<file path="config.mk">
export PLATFORM = sky130hd
export DESIGN_NAME = oale_cell
export DESIGN_NICKNAME = d
export VERILOG_FILES = /design/src/design/ordered_array_list_engine_macros.svh /design/src/design/oale_pkg.sv /design/src/design/oale_cell.sv
export SDC_FILE = /design/constraint.sdc
export NUM_CORES = 1
export LEC_CHECK = 0
export ABC_CLOCK_PERIOD_IN_PS = 5250
export BUFFER_PORTS_ARGS = -buffer_cell sky130_fd_sc_hd__clkbuf_2
export CAP_MARGIN = 20
export CORE_MARGIN = 4
export CORE_UTILIZATION = 42
export DETAILED_ROUTE_END_ITERATION = 7
export GPL_ROUTABILITY_DRIVEN = 0
export GPL_TIMING_DRIVEN = 0
export PLACE_DENSITY = 0.78
export SYNTH_ARGS = -nofsm -noshare
export SYNTH_HDL_FRONTEND = slang
export SYNTH_SLANG_ARGS = --single-unit
</file>
<file path="constraint.sdc">
create_clock -name clock -period 5.25 [get_ports clock]
set_input_delay 1.05 -clock clock [delete_from_list [all_inputs] [get_ports clock]]
set_output_delay 1.05 -clock clock [all_outputs]
set_load 0.03 [all_outputs]
</file>
<file path="src/design/ordered_array_list_engine_macros.svh">
// ----------------------------------------------------------------------------
// ordered array list engine assertion macros
// concurrent assertion shorthands used by the engine top
// ----------------------------------------------------------------------------
`ifndef ORDERED_ARRAY_LIST_ENGINE_MACROS_SVH
`define ORDERED_ARRAY_LIST_ENGINE_MACROS_SVH

// same-cycle implication
`define OALE_ASSERT_IMPLY(label, clk, rst, ante, cons, msg) \
   label: assert property (@(posedge clk) disable iff (rst) (ante) |-> (cons)) \
      else $error(msg);

// next-cycle implication
`define OALE_ASSERT_NEXT(label, clk, rst, ante, cons, msg) \
   label: assert property (@(posedge clk) disable iff (rst) (ante) |=> (cons)) \
      else $error(msg);

`endif

</file>
<file path="src/design/oale_pkg.sv">
// ----------------------------------------------------------------------------
// oale_pkg
// shared types, codes and constants of the ordered array list engine
// ----------------------------------------------------------------------------
package oale_pkg;

   localparam int CAPACITY_DEFAULT = 128;
   localparam int WORD_W           = 32;
   localparam int KIND_W           = 4;
   localparam int STATUS_W         = 3;
   localparam int POSITION_W       = 7;
   localparam int COUNT_W          = 8;
   localparam int INDEX_MAX_W      = 12;
   localparam int COUNT_MAX_W      = 13;
   localparam int GROUP_SIZE       = 32;
   localparam int GROUP_IDX_W      = 5;

   localparam logic [GROUP_SIZE-1:0] LANE_MASK [GROUP_IDX_W] = '{
      32'hAAAA_AAAA, 32'hCCCC_CCCC, 32'hF0F0_F0F0, 32'hFF00_FF00, 32'hFFFF_0000
   };

   typedef enum logic [KIND_W-1:0] {
      OP_INS_FRONT  = 4'd0,
      OP_APPEND     = 4'd1,
      OP_INS_BEFORE = 4'd2,
      OP_INS_AFTER  = 4'd3,
      OP_DEL_FRONT  = 4'd4,
      OP_DEL_END    = 4'd5,
      OP_DEL_BEFORE = 4'd6,
      OP_DEL_AFTER  = 4'd7,
      OP_SEARCH     = 4'd8
   } op_kind_type;

   typedef enum logic [STATUS_W-1:0] {
      ST_OK          = 3'd0,
      ST_FULL        = 3'd1,
      ST_EMPTY       = 3'd2,
      ST_NOT_FOUND   = 3'd3,
      ST_NO_NEIGHBOR = 3'd4
   } status_type;

   typedef enum logic [1:0] {
      S_IDLE,
      S_COMPARE,
      S_LOCATE,
      S_APPLY
   } state_type;

   typedef enum logic [1:0] {
      CELL_HOLD,
      CELL_INSERT,
      CELL_REMOVE
   } cell_cmd_type;

   typedef struct packed {
      cell_cmd_type           cmd;
      logic [INDEX_MAX_W-1:0] pos;
      logic [WORD_W-1:0]      word;
      logic [WORD_W-1:0]      key;
      logic [COUNT_MAX_W-1:0] count;
   } cell_ctrl_type;

endpackage

</file>
<file path="src/design/oale_cell.sv">
// ----------------------------------------------------------------------------
// oale_cell
// one list slot: holds an entry, compares it with the key, and shifts
// toward its left or right neighbor on insert or remove
// ----------------------------------------------------------------------------
module oale_cell (
   input  logic                                   clock,
   input  logic [oale_pkg::COUNT_MAX_W-1:0]       cell_index,
   input  oale_pkg::cell_ctrl_type                ctrl,
   input  logic [oale_pkg::WORD_W-1:0]            left_entry,
   input  logic [oale_pkg::WORD_W-1:0]            right_entry,
   output logic [oale_pkg::WORD_W-1:0]            entry,
   output logic                                   match
);

   logic [oale_pkg::WORD_W-1:0]      entry_ff;
   logic [oale_pkg::WORD_W-1:0]      entry_in;
   logic [oale_pkg::COUNT_MAX_W-1:0] pos_ext;

   assign pos_ext = oale_pkg::COUNT_MAX_W'(ctrl.pos);

   always_comb begin
      entry_in = entry_ff;
      case (ctrl.cmd)
         oale_pkg::CELL_INSERT: begin
            if (cell_index > pos_ext) begin
               entry_in = left_entry;
            end else if (cell_index == pos_ext) begin
               entry_in = ctrl.word;
            end
         end
         oale_pkg::CELL_REMOVE: begin
            if (cell_index >= pos_ext) begin
               entry_in = right_entry;
            end
         end
         default: begin
            entry_in = entry_ff;
         end
      endcase
   end

   always_ff @(posedge clock) begin
      entry_ff <= entry_in;
   end

   assign entry = entry_ff;
   assign match = (cell_index < ctrl.count) && (entry_ff == ctrl.key);

endmodule

</file>
==> metrics.md <==
| Metric | Value |
|---|---|
| Max Fanout on Critical Path | `2` |
| Initial Util | `44.23%` |
| Die width | `90.47 um` |
| Clock transition at path regs | `0.07 ns` |
| Total global-route track usage | `21.30%` |
| Worst slew margin | `53.82%` |
| Syn Nets | `428` |
| Outcome | `finished, final reports clean` |
| Vias in the first global route | `2875` |
| I/O Buffers | `201` |
| WP data arrival | `2.65 ns` |
| Placed Area | `3998 um^2` |
| Synth area leaders | `edfxtp_1, mux2_4, mux2_2, ha_1, xnor2_1` |
| CTS Buffer Depth | `2` |
| First-pass GRT wire length | `13.79 mm` |
| Synth Flop Type | `edfxtp_1` |
| Leak | `2.087 nW` |
| Area growth syn-to-layout | `42.88%` |
| Worst Setup End Kind | `output port` |
| Postcts setup bufs | `0` |
| RSZ-0062 raised after global routing | `no` |
| Mux share of post-synthesis cell area | `29.17%` |
| Period minus WS final | `3.698 ns` |
| DRT Wirelength | `8.744 mm` |
| Mapped Cells | `235` |
| Root Buffer | `clkbuf_8` |
| Final number of max-transition violations | `0` |
| Post-route cell area | `4081 um^2` |
| DIE AREA | `8185 um^2` |
| F_max | `270.4 MHz` |
| Yosys reg bits | `32` |
| CTS tree | `done` |
| Fill cells | `538` |
| Sink Count | `32` |
| Layout Nets | `637` |
| Most used cell, CP | `clkbuf_2` |
| Cell Area, Synth | `2856 um^2` |
| Drt drc | `0` |
| Pwr Density | `233.9 nW/um^2` |
| Setup TNS | `0 ns` |
| Final setup vio count | `0` |
| Slew @ Worst Pin | `0.6928 ns` |
| Die Ht | `90.47 um` |
| Synth Area in XOR/XNOR | `10.12%` |
| Area leader, netlist | `edfxtp_1` |
| Hold crit path type | `in2reg` |
| Number of synthesized flops with an enable pin | `32` |
| CP max-delay cell | `ha_1` |
| Compound-Gate Fraction of Synth Area | `5.869%` |
| Hold Fails Final Rpt | `0` |
| VDD IR max | `0.0001369 V` |
| Count leader, synth | `mux2_2` |
| Hpwl dp | `7.718 mm` |
| Residual overflow from global routing | `0` |
| Setup CP Type | `in2out` |
| Critical path cell sequence | `clkbuf_2, ha_1, and3_1, a211o_1, a21oi_1, o21ai_0, a41oi_1, clkbuf_2` |
| FFs w/ async S/R, synth | `0%` |
| Cts bufs inserted | `5` |
| Req. time, crit path | `4.20 ns` |
| Yosys warns | `0` |
| Vias | `2586` |
| Vias per cell | `4.954` |
| Area share of the largest cell type after synthesis | `33.64%` |
| Max Cap Violations | `0` |
| Antenna Cells | `0` |
| Max incr delay on CP | `0.30 ns` |
| CTS Hold Bufs | `0` |
| # IOs | `202` |
| Synth Area in Adders | `10.51%` |
| Post-synth cell types | `29` |
| Share of cells above drive strength 1 | `62.47%` |
| Largest family of logic cells by synthesized area | `multiplexers` |
| Simple-Gate Fraction of Synth Area | `5.826%` |
| Routed Antenna Nets | `0` |
| 1st-iter DRT viols | `32` |
| CTS HTree Levels | `2` |
| DRT Pass-1 Iters | `4` |
| Mapped Avg Cell Area | `12.16 um^2` |
| Largest net degree at the start of global routing | `19` |
| Crit path launch type | `primary input` |
| DR WL/cell | `16.75 um` |
| Row count | `29` |
| Core footprint | `6459 um^2` |
| Period utilization | `70.43%` |
| Post-cts resize count | `0` |
| Commonest cells post-synth | `mux2_2, edfxtp_1, xnor2_1` |
| Max reg flops | `32` |
| Initial antenna violation count | `0` |
| Seq/Total Area, Yosys | `33.64%` |
-- worst paths after layout --
check	slack [ns]	start	cells past startpoint	to
worst min-delay path	1.06	left_entry[10]	2	entry[10]
worst max-delay path	1.55	cell_index[8]	8	match
-- final cells by class --
cell class | count | area (um^2) | area share, %
multi-input combinational | 172 | 1768 | 43.32
sequential | 32 | 960.9 | 23.54
clock buffer | 6 | 72.57 | 1.778
timing repair buffer | 202 | 1033 | 25.32
buffer | 7 | 48.80 | 1.196
clock inverter | 2 | 11.26 | 0.2759
tap | 77 | 96.34 | 2.361
inverter | 24 | 90.09 | 2.207
-- metrics by stage --
step	setup WS [ns]	hold WS, ns	total power [W]	cells	util, %
6_report	1.552	1.059	0.0009546	522	63.19
5_1_grt	1.375	1.049	0.001006	522	63.19
4_1_cts	1.545	1.049	0.0009645	522	63.19
3_5_place_dp	1.550	1.355	0.0007766	514	61.89
3_3_place_gp	0.3054	1.352	0.0007606	513	61.29
2_1_floorplan	1.212	1.267	0.0006238	235	-
-- placed cells by master, fill, tap and decap left out --
master / n
nand4_1: 8
nand2_1: 4
clkinv_1: 1
and4b_1: 1
a211o_1: 1
and3_1: 2
a41oi_1: 1
o21ai_0: 2
nand3_1: 5
xnor2_1: 32
a2111oi_0: 1
nor2_1: 3
a2111oi_4: 1
clkinvlp_4: 1
edfxtp_1: 32
clkbuf_2: 201
mux2_4: 30
inv_1: 24
a21oi_1: 6
ha_1: 24
clkbuf_8: 5
a21o_1: 4
a211oi_4: 1
o21ai_1: 1
mux2_2: 34
a31oi_1: 1
buf_6: 3
nor4_1: 1
nor3_1: 1
clkbuf_1: 5
xor2_1: 1
buf_16: 1
o21bai_1: 1
a21oi_4: 1
nor2b_1: 5
-- metal layers --
| metal | vias up | global-route usage, % | wire (um) |
|---|---|---|---|
| met4 | 0 | 6.250 | 165 |
| met3 | 14 | 7.083 | 709 |
| met1 | 1178 | 21.50 | 3102 |
| met2 | 120 | 40.95 | 4767 |
| li1 | 1274 | - | - |
| met5 | - | 0 | 0 |
-- power by group --
group,internal [W],switching [W]
logic,0.000195,0.000206
clock network,0.0000919,0.0000950
registers,0.000336,0.0000318
total,0.000622,0.000333
-- worst max-delay path, delay by kind of cell --
family                   cells  cell delay [ns]
AO/OA/AOI/OAI                4             0.77
adder cells (fa/ha/maj)      1             0.30
buffers and inverters        2             0.34
AND/OR/NAND/NOR              1             0.20
-- cell families after synthesis --
family | count (synthesis)
AOI/OAI and AO/OA | 21
xor gates and xnor gates | 33
adders and majority gates | 24
buffers and inverters | 31
DFF | 32
muxes | 64
and+or+nand+nor | 30
Note: power is estimated with default switching activity, not from simulation.
