<file path="src/design/ordered_array_list_engine_macros.svh">
// ----------------------------------------------------------------------------
// ordered array list engine assertion macros
// concurrent assertion shorthands used by the engine top
// ----------------------------------------------------------------------------
`ifndef ORDERED_ARRAY_LIST_ENGINE_MACROS_SVH
`define ORDERED_ARRAY_LIST_ENGINE_MACROS_SVH

// same-cycle implication
`define OALE_ASSERT_IMPLY(label, clk, rst, ante, cons, msg) \
   label: assert property (@(posedge clk) disable iff (rst) (ante) |-> (cons)) \
      else $error(msg);

// next-cycle implication
`define OALE_ASSERT_NEXT(label, clk, rst, ante, cons, msg) \
   label: assert property (@(posedge clk) disable iff (rst) (ante) |=> (cons)) \
      else $error(msg);

`endif

</file>
<file path="src/design/oale_pkg.sv">
// ----------------------------------------------------------------------------
// oale_pkg
// shared types, codes and constants of the ordered array list engine
// ----------------------------------------------------------------------------
package oale_pkg;

   localparam int CAPACITY_DEFAULT = 128;
   localparam int WORD_W           = 32;
   localparam int KIND_W           = 4;
   localparam int STATUS_W         = 3;
   localparam int POSITION_W       = 7;
   localparam int COUNT_W          = 8;
   localparam int INDEX_MAX_W      = 12;
   localparam int COUNT_MAX_W      = 13;
   localparam int GROUP_SIZE       = 32;
   localparam int GROUP_IDX_W      = 5;

   localparam logic [GROUP_SIZE-1:0] LANE_MASK [GROUP_IDX_W] = '{
      32'hAAAA_AAAA, 32'hCCCC_CCCC, 32'hF0F0_F0F0, 32'hFF00_FF00, 32'hFFFF_0000
   };

   typedef enum logic [KIND_W-1:0] {
      OP_INS_FRONT  = 4'd0,
      OP_APPEND     = 4'd1,
      OP_INS_BEFORE = 4'd2,
      OP_INS_AFTER  = 4'd3,
      OP_DEL_FRONT  = 4'd4,
      OP_DEL_END    = 4'd5,
      OP_DEL_BEFORE = 4'd6,
      OP_DEL_AFTER  = 4'd7,
      OP_SEARCH     = 4'd8
   } op_kind_type;

   typedef enum logic [STATUS_W-1:0] {
      ST_OK          = 3'd0,
      ST_FULL        = 3'd1,
      ST_EMPTY       = 3'd2,
      ST_NOT_FOUND   = 3'd3,
      ST_NO_NEIGHBOR = 3'd4
   } status_type;

   typedef enum logic [1:0] {
      S_IDLE,
      S_COMPARE,
      S_LOCATE,
      S_APPLY
   } state_type;

   typedef enum logic [1:0] {
      CELL_HOLD,
      CELL_INSERT,
      CELL_REMOVE
   } cell_cmd_type;

   typedef struct packed {
      cell_cmd_type           cmd;
      logic [INDEX_MAX_W-1:0] pos;
      logic [WORD_W-1:0]      word;
      logic [WORD_W-1:0]      key;
      logic [COUNT_MAX_W-1:0] count;
   } cell_ctrl_type;

endpackage

</file>
<file path="src/design/oale_locator.sv">
// ----------------------------------------------------------------------------
// oale_locator
// first-match finder: encodes the first hit of each 32-cell group at start,
// then walks the groups in order, one group a cycle
// ----------------------------------------------------------------------------
module oale_locator #(
   parameter int  CAPACITY   = oale_pkg::CAPACITY_DEFAULT,
   localparam int IDX_W      = (CAPACITY > 1) ? $clog2(CAPACITY) : 1,
   localparam int NUM_GROUPS =
      (CAPACITY + oale_pkg::GROUP_SIZE - 1) / oale_pkg::GROUP_SIZE
) (
   input  logic                                           clock,
   input  logic                                           reset,
   input  logic                                           start,
   input  logic [NUM_GROUPS*oale_pkg::GROUP_SIZE-1:0]     match,
   output logic                                           done,
   output logic                                           found,
   output logic [IDX_W-1:0]                               index
);

   localparam int PTR_W      = (NUM_GROUPS > 1) ? $clog2(NUM_GROUPS) : 1;
   localparam int WIDE_W     = PTR_W + oale_pkg::GROUP_IDX_W;

   logic                               scan_ff;
   logic                               scan_in;
   logic [PTR_W-1:0]                   ptr_ff;
   logic [PTR_W-1:0]                   ptr_in;
   logic [NUM_GROUPS-1:0]              grp_hit_ff;
   logic [NUM_GROUPS-1:0]              grp_hit_in;
   logic [oale_pkg::GROUP_IDX_W-1:0]   grp_idx_ff [NUM_GROUPS];
   logic [oale_pkg::GROUP_IDX_W-1:0]   grp_idx_in [NUM_GROUPS];
   logic [NUM_GROUPS-1:0]              enc_hit;
   logic [oale_pkg::GROUP_IDX_W-1:0]   enc_idx [NUM_GROUPS];
   logic [WIDE_W-1:0]                  index_wide;
   logic                               last_group;

   // per-group lowest set bit and its encoding
   for (genvar g = 0; g < NUM_GROUPS; g++) begin : g_enc
      logic [oale_pkg::GROUP_SIZE-1:0] bits;
      logic [oale_pkg::GROUP_SIZE-1:0] lowest;
      assign bits       = match[g*oale_pkg::GROUP_SIZE +: oale_pkg::GROUP_SIZE];
      assign lowest     = bits & (~bits + oale_pkg::GROUP_SIZE'(1));
      assign enc_hit[g] = |bits;
      for (genvar b = 0; b < oale_pkg::GROUP_IDX_W; b++) begin : g_bit
         assign enc_idx[g][b] = |(lowest & oale_pkg::LANE_MASK[b]);
      end
   end

   assign last_group = (ptr_ff == PTR_W'(NUM_GROUPS - 1));
   assign found      = scan_ff && grp_hit_ff[0];
   assign done       = scan_ff && (grp_hit_ff[0] || last_group);
   assign index_wide = {ptr_ff, grp_idx_ff[0]};
   assign index      = IDX_W'(index_wide);

   always_comb begin
      scan_in    = scan_ff;
      ptr_in     = ptr_ff;
      grp_hit_in = grp_hit_ff;
      for (int g = 0; g < NUM_GROUPS; g++) begin
         grp_idx_in[g] = grp_idx_ff[g];
      end
      if (start) begin
         scan_in    = 1'b1;
         ptr_in     = '0;
         grp_hit_in = enc_hit;
         for (int g = 0; g < NUM_GROUPS; g++) begin
            grp_idx_in[g] = enc_idx[g];
         end
      end else if (scan_ff) begin
         scan_in    = !done;
         ptr_in     = ptr_ff + PTR_W'(1);
         grp_hit_in = grp_hit_ff >> 1;
         for (int g = 0; g < NUM_GROUPS - 1; g++) begin
            grp_idx_in[g] = grp_idx_ff[g+1];
         end
      end
   end

   always_ff @(posedge clock) begin
      if (reset) begin
         scan_ff <= 1'b0;
      end else begin
         scan_ff <= scan_in;
      end
   end

   always_ff @(posedge clock) begin
      ptr_ff     <= ptr_in;
      grp_hit_ff <= grp_hit_in;
      for (int g = 0; g < NUM_GROUPS; g++) begin
         grp_idx_ff[g] <= grp_idx_in[g];
      end
   end

endmodule

</file>
<file path="config.mk">
export PLATFORM = sky130hd
export DESIGN_NAME = oale_locator
export DESIGN_NICKNAME = d
export VERILOG_FILES = /design/src/design/ordered_array_list_engine_macros.svh /design/src/design/oale_pkg.sv /design/src/design/oale_locator.sv
export SDC_FILE = /design/constraint.sdc
export NUM_CORES = 1
export LEC_CHECK = 0
export BUFFER_PORTS_ARGS = -buffer_cell sky130_fd_sc_hd__buf_2
export CAP_MARGIN = 5
export CORE_MARGIN = 2
export CORE_UTILIZATION = 40
export DETAILED_ROUTE_END_ITERATION = 8
export GPL_TIMING_DRIVEN = 1
export HOLD_SLACK_MARGIN = 0.15
export PLACE_DENSITY = 0.74
export RECOVER_POWER = 25
export SLEW_MARGIN = 20
export SYNTH_ARGS = -nofsm -noshare
export SYNTH_HDL_FRONTEND = slang
export SYNTH_SLANG_ARGS = --single-unit
</file>
<file path="constraint.sdc">
create_clock -name clock -period 2.3 [get_ports clock]
set_input_delay 0.115 -clock clock [delete_from_list [all_inputs] [get_ports clock]]
set_output_delay 0.115 -clock clock [all_outputs]
set_load 0.05 [all_outputs]
</file>
==> out/summary.txt <==
Avg Cell Area, Syn: 7.40 µm²
DRC Markers: 0
CTS buffer count: 3
# Post-CTS Setup Buffers: 0
Yosys cell types: 59
gr ovfl total: 0
Worst slew margin: 7.81%
EDFF count, synth: 24
CP bufs+invs: 2
Critical Path Most Common Cell: clkbuf_1
CTS tree: built
final setup vio count: 0
fillers: 659
Die Area: 0.00770 mm²
Worst path slowest cell: clkbuf_1
initial antenna violation count: 0
number of diodes: 0
commonest non-fill, non-tap cell in the layout: buf_2
Worst Skew: 0.0105 ns
DRT Pass-1 Iters: 4
drt via density: 5.48
CTS hold repair buffers: 1
number of synthesized register bits: 27
top_reg_cell synth: edfxtp_1
register area: 781 µm²
number of buffer cells added on primary ports: 139
DR iter-0 viols: 138
Hold Vio Cnt, Final: 0
crit-path cells: clkbuf_1, clkbuf_1, or2_2
Crit Path Max Fanout: 33
r2r setup slk: 1.08 ns
ys async rst share: 0%
Tmin final: 1.89 ns
post-synthesis simple-gate area fraction: 35.4%
Worst-path clk slew: 0.08 ns
max cap viols: 0
design area: 0.00366 mm²
worst skew pair latency: 0.27 ns
Adder-Cell Fraction of Synth Area: 0.446%
Die W: 87.7 µm
Syn Inst Count: 379
most frequent cells in the layout: 131 x buf_2, 72 x nor2_1, 42 x a21oi_1
RD Place Congestion: 0.871
layout cells sized above 1: 29.0%
DP Worst Slack: 0.264 ns
Leak: 1.53 nW
# nets final: 654
worst setup path class: primary input to register
Setup TNS: 0 ns
CTS sink count: 27
Root Buffer: clkbuf_8
CP delay by family, top: buffers and inverters
sequential share of the synthesized area: 27.8%
final period utilization: 82.0%
H-tree depth: 1
Net Count, Synth: 511
largest net degree at the start of global routing: 34
multi-input logic area: 0.00191 mm²
vias in the first global route: 3145
Initial Util: 41.3%
die height: 87.7 µm
post-synthesis mux area share: 0.357%
WL/cell: 12.8 µm
CP endpoint kind: register
Yosys warning count: 0
Worst path max stage delay: 1.01 ns
outcome: finished, final reports clean
crit path DAT: 1.80 ns
Post-CTS Resized: 0
Area Growth Syn to Fin: 30.6%
cell area power density: 353 mW/mm²
Slew @ Worst Pin: 1.38 ns
Max VDD drop: 0.229 mV
Cell Area, Placed: 0.00362 mm²
RSZ-0062 raised after global routing: false
largest family of logic cells by synthesized area: simple AND/OR/NAND/NOR gates
GR Util All Layers: 19.5%
Vias: 3384
XOR/XNOR Fraction of Synth Area: 0.312%
final setup margin: 0.414 ns
Compound-Gate Fraction of Synth Area: 31.6%
Detail Placement HPWL: 6.65 mm
Fmax achieved: 530 MHz
Max clock buf depth: 2
DRT Wirelength: 7.89 mm
CORE AREA: 0.00679 mm²
Top Ports: 140
row count: 30
WP data required: 2.22 ns
Worst Setup Start Kind: primary input
Post-Syn Area: 0.00280 mm²
global-route wire length before repair: 12.6 mm
Slew Limit Fails: 0
hold crit path type: primary input to register
Min Hold Slack: 0.273 ns
Final ANT Viol Nets: 0
through the flow:
step | utilization, % | std cells | power [mW]
after floorplan | - | 379 | 0.814
final | 53.9 | 617 | 1.29
after global placement | 53.3 | 612 | 1.03
after detailed placement | 53.3 | 612 | 1.04
after CTS | 54.1 | 617 | 1.31
after global routing | 53.9 | 617 | 1.37
registers in the layout, summed over array words and instances (netlist names):
| name | flops |
|---|---|
| scan_ff | 1 |
| grp_hit_ff | 4 |
| grp_idx_ff | 20 |
| ptr_ff | 2 |
cells in the mapped netlist (all sizes together) (3+ instances only):
cell | count | area share, %
nor2 | 72 | 9.6
a21oi | 42 | 7.5
inv | 25 | 3.3
o21ai | 25 | 4.5
edfxtp | 24 | 26
nor4 | 23 | 6.0
nor2b | 19 | 4.2
nor3 | 19 | 4.0
a31oi | 12 | 2.7
nand2 | 12 | 1.6
nand2b | 11 | 2.5
o21bai | 11 | 2.9
o31ai | 9 | 2.6
or4 | 7 | 2.1
a211oi | 5 | 1.3
a311oi | 5 | 1.6
nand3 | 4 | 0.71
nand4 | 4 | 1.1
o211ai | 4 | 1.1
a211o | 3 | 0.94
a21o | 3 | 0.80
clkbuf | 3 | 0.40
dfxtp | 3 | 2.1
o31a | 3 | 0.94
layer usage:
metal,vias to the layer above,global-route usage [%],part of all wire (%)
li1,1742,-,-
met1,1543,22.1,43
met2,93,39.0,51
met3,6,2.73,5.4
met4,0,2.52,0.56
met5,-,0,0
worst paths after layout:
kind / from / endpoint / cells after the start
worst max-delay path: start / grp_idx_ff[1][4] / 3
worst min-delay path: match[29] / grp_idx_ff[0][2] / 3
worst max register to register: scan_ff / grp_idx_ff[1][4] / 1
worst min register to register: ptr_ff[1] / ptr_ff[1] / 2
logic make-up after synthesis:
logic type / Yosys count
AO/OA/AOI/OAI: 137
adder cells (fa/ha/maj): 1
XOR/XNOR: 1
flip-flops: 27
buffers and inverters: 30
AND/OR/NAND/NOR: 182
multiplexers: 1
area by class of cell:
type,count,area share (%)
Inverter,26,2.66
Multi-Input combinational cell,322,52.2
Timing Repair Buffer,142,19.3
Sequential cell,27,21.3
Tap cell,96,3.28
Clock inverter,1,0.137
Clock buffer,3,1.13
power by group:
group          switching, mW  internal [mW]  total [mW]
Combinational          0.263          0.177       0.441
Sequential            0.0138          0.579       0.592
Clock                  0.139          0.121       0.260
Total                  0.416          0.877        1.29
Power figures use the tool's default switching activity.
